$ cat src/xcrd_pkg.sv
// Package for the XOR-checked response deframer.
// Holds the transfer item types, frame constants and error codes.
// No dependencies.
`timescale 1ns / 1ps

package xcrd_pkg;

    localparam int TRANSACTION_BYTES = 15;
    localparam int POS_W = 4;
    localparam int LEN_SUM_W = 9;

    localparam logic [7:0] HEADER_BYTE = 8'hAA;
    localparam logic [7:0] MIN_LENGTH = 8'd3;
    localparam logic [POS_W-1:0] POS_MAX = 4'd15;

    localparam logic [2:0] ERR_NONE = 3'd0;
    localparam logic [2:0] ERR_NO_HEADER = 3'd1;
    localparam logic [2:0] ERR_HEADER_LATE = 3'd2;
    localparam logic [2:0] ERR_BAD_LENGTH = 3'd3;
    localparam logic [2:0] ERR_CHECKSUM = 3'd4;

    typedef struct packed {
        logic [7:0] rx_byte;
        logic       first_byte;
    } t_in_item;

    typedef struct packed {
        logic       ok;
        logic [2:0] error_kind;
        logic [7:0] data_value;
    } t_out_item;

endpackage

$ cat src/xor_checked_response_deframer_top.sv
// Top level of the XOR-checked response deframer.
// Depends on xcrd_pkg for item types, constants and error codes.
//
// Usage:
//   Input channel (i_in_valid / o_in_stall / i_in) carries one received byte
//   per transfer; first_byte marks the start of a transaction and clears the
//   parser, abandoning any transaction that has no verdict yet.
//   Output channel (o_out_valid / i_out_stall / o_out) carries one verdict per
//   transaction: ok, error_kind and data_value (zero unless ok).
//   Each byte is parsed in the cycle it is accepted, by a compare and an XOR;
//   its verdict is registered in the result register, or in the skid register
//   while the receiver stalls. One byte per cycle flows while o_in_stall is low.
//   A two-entry output (result register plus skid register) lets input bytes
//   keep flowing while a verdict waits; o_in_stall rises only when both
//   entries are full, i.e. after the receiver has stalled for two verdicts.
//   Reset (synchronous, active low) empties the output and returns the
//   parser to header hunt at position zero; the first byte after reset is
//   taken as position zero even without the mark.
`timescale 1ns / 1ps

module xor_checked_response_deframer_top
    import xcrd_pkg::*;
(
    input  logic      i_clk,
    input  logic      i_rst_n,
    input  logic      i_in_valid,
    output logic      o_in_stall,
    input  t_in_item  i_in,
    output logic      o_out_valid,
    input  logic      i_out_stall,
    output t_out_item o_out
);

    typedef enum logic [1:0] {
        PH_HUNT,
        PH_LENGTH,
        PH_PAYLOAD
    } t_phase;

    t_phase           r_phase, n_phase;
    logic [POS_W-1:0] r_pos, n_pos;
    logic [POS_W-1:0] r_hdr_pos, n_hdr_pos;
    logic [POS_W-1:0] r_cs_pos, n_cs_pos;
    logic [7:0]       r_xor, n_xor;
    logic [7:0]       r_cap, n_cap;
    logic             r_verdict, n_verdict;

    logic             r_out_valid, n_out_valid;
    t_out_item        r_out, n_out;
    logic             r_skid_valid, n_skid_valid;
    t_out_item        r_skid, n_skid;

    logic             w_accept;
    logic             w_emit;
    t_out_item        w_res;

    t_phase           w_phase;
    logic [POS_W-1:0] w_pos;
    logic             w_verdict;
    logic [LEN_SUM_W-1:0] w_cs_sum;
    logic [POS_W:0]   w_cap_pos;

    assign w_accept = i_in_valid && !r_skid_valid;

    always_comb begin
        w_phase   = i_in.first_byte ? PH_HUNT : r_phase;
        w_pos     = i_in.first_byte ? '0 : r_pos;
        w_verdict = i_in.first_byte ? 1'b0 : r_verdict;
        w_cs_sum  = LEN_SUM_W'(r_hdr_pos) + LEN_SUM_W'(i_in.rx_byte) + LEN_SUM_W'(2);
        w_cap_pos = {1'b0, r_hdr_pos} + (POS_W+1)'(4);

        n_phase   = w_phase;
        n_pos     = (w_pos == POS_MAX) ? POS_MAX : w_pos + POS_W'(1);
        n_hdr_pos = r_hdr_pos;
        n_cs_pos  = r_cs_pos;
        n_xor     = r_xor;
        n_cap     = r_cap;
        n_verdict = w_verdict;
        w_emit    = 1'b0;
        w_res     = '{ok: 1'b0, error_kind: ERR_NONE, data_value: 8'd0};

        if (!w_verdict) begin
            unique case (w_phase)
                PH_HUNT: begin
                    if (i_in.rx_byte == HEADER_BYTE) begin
                        if ({1'b0, w_pos} + (POS_W+1)'(3) >= (POS_W+1)'(TRANSACTION_BYTES)) begin
                            w_emit = 1'b1;
                            w_res.error_kind = ERR_HEADER_LATE;
                        end else begin
                            n_hdr_pos = w_pos;
                            n_phase   = PH_LENGTH;
                        end
                    end else if ({1'b0, w_pos} + (POS_W+1)'(1)
                                 >= (POS_W+1)'(TRANSACTION_BYTES)) begin
                        w_emit = 1'b1;
                        w_res.error_kind = ERR_NO_HEADER;
                    end
                end
                PH_LENGTH: begin
                    if (i_in.rx_byte < MIN_LENGTH
                        || w_cs_sum >= LEN_SUM_W'(TRANSACTION_BYTES)) begin
                        w_emit = 1'b1;
                        w_res.error_kind = ERR_BAD_LENGTH;
                    end else begin
                        n_xor    = i_in.rx_byte;
                        n_cs_pos = w_cs_sum[POS_W-1:0];
                        n_phase  = PH_PAYLOAD;
                    end
                end
                PH_PAYLOAD: begin
                    if (w_pos == r_cs_pos) begin
                        w_emit = 1'b1;
                        if (r_xor == i_in.rx_byte) begin
                            w_res.ok = 1'b1;
                            w_res.data_value = r_cap;
                        end else begin
                            w_res.error_kind = ERR_CHECKSUM;
                        end
                    end else begin
                        n_xor = r_xor ^ i_in.rx_byte;
                        if ({1'b0, w_pos} == w_cap_pos) begin
                            n_cap = i_in.rx_byte;
                        end
                    end
                end
                default: begin
                    n_phase = PH_HUNT;
                end
            endcase
        end
        if (w_emit) begin
            n_verdict = 1'b1;
        end
    end

    // Result register with skid stage behind it.
    always_comb begin
        n_out_valid  = r_out_valid;
        n_out        = r_out;
        n_skid_valid = r_skid_valid;
        n_skid       = r_skid;
        if (!r_out_valid || !i_out_stall) begin
            if (r_skid_valid) begin
                n_out_valid  = 1'b1;
                n_out        = r_skid;
                n_skid_valid = 1'b0;
            end else begin
                n_out_valid = w_accept && w_emit;
                n_out       = w_res;
            end
        end else if (w_accept && w_emit) begin
            n_skid_valid = 1'b1;
            n_skid       = w_res;
        end
    end

    always_ff @(posedge i_clk) begin
        if (!i_rst_n) begin
            r_phase      <= PH_HUNT;
            r_pos        <= '0;
            r_verdict    <= 1'b0;
            r_out_valid  <= 1'b0;
            r_skid_valid <= 1'b0;
        end else begin
            if (w_accept) begin
                r_phase   <= n_phase;
                r_pos     <= n_pos;
                r_verdict <= n_verdict;
            end
            r_out_valid  <= n_out_valid;
            r_skid_valid <= n_skid_valid;
        end
    end

    always_ff @(posedge i_clk) begin
        if (w_accept) begin
            r_hdr_pos <= n_hdr_pos;
            r_cs_pos  <= n_cs_pos;
            r_xor     <= n_xor;
            r_cap     <= n_cap;
        end
        r_out  <= n_out;
        r_skid <= n_skid;
    end

    assign o_in_stall  = r_skid_valid;
    assign o_out_valid = r_out_valid;
    assign o_out       = r_out;

    a_skid_behind_out: assert property (@(posedge i_clk) disable iff (!i_rst_n)
        r_skid_valid |-> r_out_valid)
        else $error("skid entry held with empty result register");

    a_verdict_once: assert property (@(posedge i_clk) disable iff (!i_rst_n)
        (w_accept && w_emit) |=> r_verdict)
        else $error("verdict given but not recorded");

    a_ok_clean: assert property (@(posedge i_clk) disable iff (!i_rst_n)
        (o_out_valid && o_out.ok) |-> (o_out.error_kind == ERR_NONE))
        else $error("good frame carries an error code");

    a_err_zero_value: assert property (@(posedge i_clk) disable iff (!i_rst_n)
        (o_out_valid && !o_out.ok) |-> (o_out.data_value == 8'd0
            && o_out.error_kind != ERR_NONE))
        else $error("error verdict with value or without code");

    a_cs_after_capture: assert property (@(posedge i_clk) disable iff (!i_rst_n)
        (r_phase == PH_PAYLOAD) |-> ({1'b0, r_cs_pos} >= {1'b0, r_hdr_pos} + (POS_W+1)'(5)))
        else $error("checksum position ahead of captured byte");

endmodule
$ cat config.mk
export PLATFORM = sky130hd
export DESIGN_NAME = xor_checked_response_deframer_top
export DESIGN_NICKNAME = d
export VERILOG_FILES = /design/src/xcrd_pkg.sv /design/src/xor_checked_response_deframer_top.sv
export SDC_FILE = /design/constraint.sdc
export NUM_CORES = 1
export LEC_CHECK = 0
export ABC_AREA = 1
export BUFFER_PORTS_ARGS = -buffer_cell sky130_fd_sc_hd__buf_2
export CAP_MARGIN = 20
export CORE_UTILIZATION = 40
export CTS_CLUSTER_SIZE = 40
export DETAILED_ROUTE_END_ITERATION = 8
export HOLD_SLACK_MARGIN = 0.08
export PLACE_DENSITY_LB_ADDON = 0.15
export SYNTH_ARGS = -nofsm -noshare
export SYNTH_HDL_FRONTEND = slang
export SYNTH_SLANG_ARGS = --single-unit
$ cat constraint.sdc
create_clock -name i_clk -period 5 [get_ports i_clk]
set_input_delay 0.25 -clock i_clk [delete_from_list [all_inputs] [get_ports i_clk]]
set_output_delay 0.25 -clock i_clk [all_outputs]
set_load 0.05 [all_outputs]
; ---- After elaboration in Yosys (flattened, before gate mapping)
; Index checks and enable logic that the tools add are counted.
[word_totals]
regBits = 57
in_bits = 13
output_inout_bits = 14
elab_cells = 90
[classes]
addsub = 6
n_lt_le_gt_ge = 4
eq_ne = 9
mux = 34
n_bitwise = 7
reduce_logical = 15
[op_table]
columns = op, count
row1 = two-way mux 12 bit, 3
row2 = two-way mux 8 bit, 4
row3 = case mux 8 bit (2 select lines), 1
row4 = AND reduction 5 bit, 3
row5 = two-way mux 2 bit, 7
row6 = two-way mux 1 bit, 12
row7 = ">= comparator 5 x 4 -> 1 bit, second input constant", 2
row8 = adder 4 x 8 -> 9 bit, 1
row9 = "adder 9 x 2 -> 9 bit, second input constant", 1
row10 = ">= comparator 9 x 4 -> 1 bit, second input constant", 1
row11 = case mux 3 bit (3 select lines), 1
row12 = == test 8 bit, 1
row13 = "== test 8 bit, second input constant", 1
row14 = "< comparator 8 x 2 -> 1 bit, second input constant", 1
row15 = two-way mux 4 bit, 2
row16 = bitwise XOR 8 bit, 1
row17 = two-way mux 3 bit, 2
row18 = NOT 1 bit, 6
row19 = case mux 2 bit (3 select lines), 1
row20 = "adder 4 x 1 -> 5 bit, second input constant", 1
row21 = "adder 4 x 2 -> 5 bit, second input constant", 1
row22 = "adder 4 x 3 -> 5 bit, second input constant", 1
row23 = == test 4 x 5 -> 1 bit, 1
row24 = "adder 4 x 1 -> 4 bit, second input constant", 1
row25 = other kinds (14), 19

; ---- Depth between registers and ports, before layout
[logic_depth]
word_depth = 9
ltp_mapped = 16
depth_no_buf = 16

; ---- Worst setup path before layout
; Ideal clock, no wire load.
[synth_timing]
kind = register to register
startpoint = register r_hdr_pos[1]
endpoint = register r_skid[0] (netlist name) (enable)
arrival_time_ps = 2436
t_required_ps = 4620
slack_ps = 2183
stages_incl_launch_ff = 14
path_buffers = 0
cell_sequence = edfxtp_1 -> inv_1 -> ha_1 -> inv_1 -> ha_1 -> inv_1 -> fa_1 -> nor2_1 -> a21oi_1 -> nand4_1 -> nand2_1 -> nand2_1 -> o21ai_0 -> nor2_1
[synth_via]
elab_chain_len = 9
[synth_rtl]
columns = item, line
row1 = "start, declared", xor_checked_response_deframer_top.sv:42  ; logic [POS_W-1:0] r_hdr_pos, n_hdr_pos;
row2 = "start signal, assigned", xor_checked_response_deframer_top.sv:177  ; r_hdr_pos <= n_hdr_pos;
row3 = adder 4 x 8 -> 9 bit, xor_checked_response_deframer_top.sv:69  ; w_cs_sum = LEN_SUM_W'(r_hdr_pos) + LEN_SUM_W'(i_in.rx_byte) + LEN_SUM_W'(2);
row4 = adder 9 x 2 -> 9 bit, xor_checked_response_deframer_top.sv:69
row5 = >= comparator 9 x 4 -> 1 bit, xor_checked_response_deframer_top.sv:101  ; || w_cs_sum >= LEN_SUM_W'(TRANSACTION_BYTES)) begin
row6 = logical OR 1 bit, xor_checked_response_deframer_top.sv:101
row7 = two-way mux 1 bit, xor_checked_response_deframer_top.sv:100  ; if (i_in.rx_byte < MIN_LENGTH
row8 = case mux 1 bit (3 select lines), xor_checked_response_deframer_top.sv:83  ; unique case (w_phase)
row9 = two-way mux 1 bit, xor_checked_response_deframer_top.sv:82  ; if (!w_verdict) begin
row10 = logical AND 1 bit, xor_checked_response_deframer_top.sv:151  ; end else if (w_accept && w_emit) begin
row11 = AND reduction 2 bit (no line), -
row12 = "end signal, assigned", xor_checked_response_deframer_top.sv:183  ; r_skid <= n_skid;
row13 = "end, declared", xor_checked_response_deframer_top.sv:51  ; t_out_item r_skid, n_skid;
; Every way passes these cells.
; A chain may end at the register's enable or synchronous reset.

; ---- Final worst setup path
[layout_timing]
startpoint = register r_hdr_pos[1]
endpoint = register r_skid[2] (netlist name) (enable)
; Same word-level chain as after synthesis.

==> impl_metrics.ini <==
[synthesis]
syn_area_um2 = 2990
ys_seq_area_frac = 0.542
async_reset_ff_frac = 0
synth.area.top_cells = edfxtp_1 (48%), nand2_1 (12%), inv_1 (6.1%)
ys_warn_count = 0
ys_ff_latch = 57
synthesis.nets = 346
synth_edf_count = 48
syn-mean-instance-area_um2 = 9.38
synth_cell_types = 29
yosysTopAreaCell = edfxtp_1
syn_inst = 319
synth_ff_type = edfxtp_1
synth_top_area_frac = 0.482

[critical_path]
r2r-end = r_skid[2]
rrSetupSlack_ns = 1.85
critPathArrivalTime_ns = 3.11
crit_path_end_kind = flip-flop
worstSetupPathType = reg2reg
reg2regPathDepth = 13
required_ns = 4.96
crit_family = simple AND/OR/NAND/NOR gates
crit_top_cell = inv_1
critPathLaunchType = flip-flop
r2r_start = r_hdr_pos[1]
crit_chain = inv_1 -> ha_1 -> inv_1 -> ha_1 -> inv_1 -> fa_1 -> nor2_1 -> a21oi_1 -> nand4_1 -> nand2_1 -> nand2_1 -> o21ai_0 -> nor2_1
critical_path.max_stage_delay_ns = 0.70
path_buf_inv = 3
critPathMaxFanout = 12
slowest_stage = nor2_1

[global_routing]
grt_max_degree = 20
gr-usage-met1 = 0.210
grt-busiest-layer = met2
antenna_found_initial = 0
grtUsageMet3 = 0.0364
grtUsageTotal = 0.166
grt_pass1_wl_um = 9420
grt_pass1_vias = 1978
grt_remaining_overflow = 0
grtUsageMet2 = 0.262

[floorplan]
die_area_um2 = 7830
num_rows = 31
pin_count = 27
core_region_area_um2 = 7250
die_h_um = 88.5
dieWidth_um = 88.5
start_util = 0.413

[clock_tree]
h-tree-depth = 3
cts_setup_buffers = 0
clkLatencyLatePin_ns = 0.34
cts_resized = 0
cts_hold_buf = 0
path_clk_slew_ns = 0.07
clockRootBuffer = clkbuf_8
cts_tree = done
cts_sinks = 57
cts_inserted_buffers = 9
clock_path_buffers = 2

[layout]
drive_gt1_frac = 0.164
layout.cells.non_filler = 458
fillers = 711
diodes = 0
utilization = 0.473
area_delta_synth_final_pct = 14.7
mostFrequentLayoutCell = nand2_1
design_area_um2 = 3430
final_nets = 381
final_cell_mix = nand2_1 (93), inv_1 (49), edfxtp_1 (48)

[detailed_routing]
vias = 2077
first_pass_iters = 4
drtIter0Drc = 71
finalWirelength_um = 5590
drcViolationCount = 0
vias_per_cell = 4.53
antenna_left = 0
wl_per_cell_um = 12.2

[placed_design]
hpwl_um = 4210
gp_congestion = 0.802
dp_slack_ns = 1.79
io_buffer_count = 26
place_area_um2 = 3240
dp.cells = 442

[timing]
setup_slack_ns = 1.85
clock-skew-final_ns = 0.0118
setup_viol = 0
fmax_mhz = 317
drv_slew = 0
slew_headroom = 0.412
whs_ns = 0.143
timing.final.crit_share = 0.631
rsz0062_at_grt = no
worst_slew_pin_slew_ns = 0.878
report.final.hold_viol_count = 0
tns_ns = 0
period_needed_ns = 3.15

[hold_path]
min_from = i_in[7]
hold_class = in2reg
worstHoldEndpoint = r_cap[6]
hold_depth = 1

[pwr]
power_mw = 1.03
p_per_area_nw_per_um2 = 301
power.leakage_nw = 1.58
peakVddDrop_mv = 0.123

[job]
drv_cap = 0

[run_status]
status = finished, final reports clean
-- worst register-to-register path, cell delays in order (launching register included) --
cell,delay (ns)
edfxtp_1,0.40
inv_1,0.07
ha_1,0.21
inv_1,0.06
ha_1,0.18
inv_1,0.06
fa_1,0.46
nor2_1,0.12
a21oi_1,0.07
nand4_1,0.09
nand2_1,0.11
nand2_1,0.09
o21ai_0,0.12
nor2_1,0.70
-- registers in the layout (all words and copies together) (netlist names) --
signal	cells
o_in_stall	1
o_out	12
o_out_valid	1
r_cap	8
r_cs_pos	4
r_hdr_pos	4
r_phase	2
r_pos	4
r_skid	12
r_verdict	1
r_xor	8
-- Yosys cell counts (3+ instances only) --
| master | n |
|---|---|
| nand2_1 | 93 |
| a21oi_1 | 10 |
| nor2_1 | 24 |
| o21ai_0 | 11 |
| xor2_1 | 12 |
| nand4_1 | 4 |
| nor2_2 | 4 |
| dfxtp_1 | 9 |
| nand3_1 | 9 |
| inv_1 | 49 |
| nor2_4 | 9 |
| a221oi_1 | 3 |
| ha_1 | 13 |
| xnor2_1 | 4 |
| edfxtp_1 | 48 |
-- kinds of logic (layout without fill, tap and decap cells) --
logic type | Yosys count | in the layout | share of synthesized area
AND/OR/NAND/NOR | 150 | 150 | 0.229
XOR/XNOR | 16 | 16 | 0.0468
buffers and inverters | 54 | 94 | 0.0690
AO/OA/AOI/OAI | 28 | 28 | 0.0523
flip-flops | 57 | 57 | 0.542
adder cells (fa/ha/maj) | 14 | 14 | 0.0610
-- area by class of cell --
type | count | area [um2] | area share
Inverter | 51 | 194 | 0.0565
Sequential cell | 57 | 1620 | 0.472
Multi-Input combinational cell | 208 | 1160 | 0.339
Timing Repair Buffer | 27 | 138 | 0.0401
Tap cell | 99 | 124 | 0.0361
Clock inverter | 4 | 45.0 | 0.0131
Clock buffer | 12 | 145 | 0.0423
-- routing by layer --
metal | up-vias | routed length, um
met3 | 7 | 229
met4 | 0 | 68
li1 | 1107 | -
met5 | - | 0
met2 | 35 | 2620
met1 | 928 | 2670
-- power breakdown --
part | switching [mW] | internal [mW] | total, mW
registers | 0.00409 | 0.520 | 0.525
logic | 0.0564 | 0.0268 | 0.0832
clock network | 0.185 | 0.241 | 0.427
-- how the worst max path moves through the flow --
stage / start / endpoint / cells past startpoint / slack (ns)
floorplan: r_hdr_pos[1] / r_skid[0] / 13 / 2.18
global placement: i_in[2] / r_skid[5] / 14 / 1.86
detailed placement: i_in[2] / r_skid[5] / 14 / 1.79
CTS: r_hdr_pos[1] / r_skid[2] / 13 / 1.81
global route: r_hdr_pos[1] / r_skid[2] / 15 / 1.46
finish: r_hdr_pos[1] / r_skid[2] / 13 / 1.85
(Power assumes the default switching activity.)
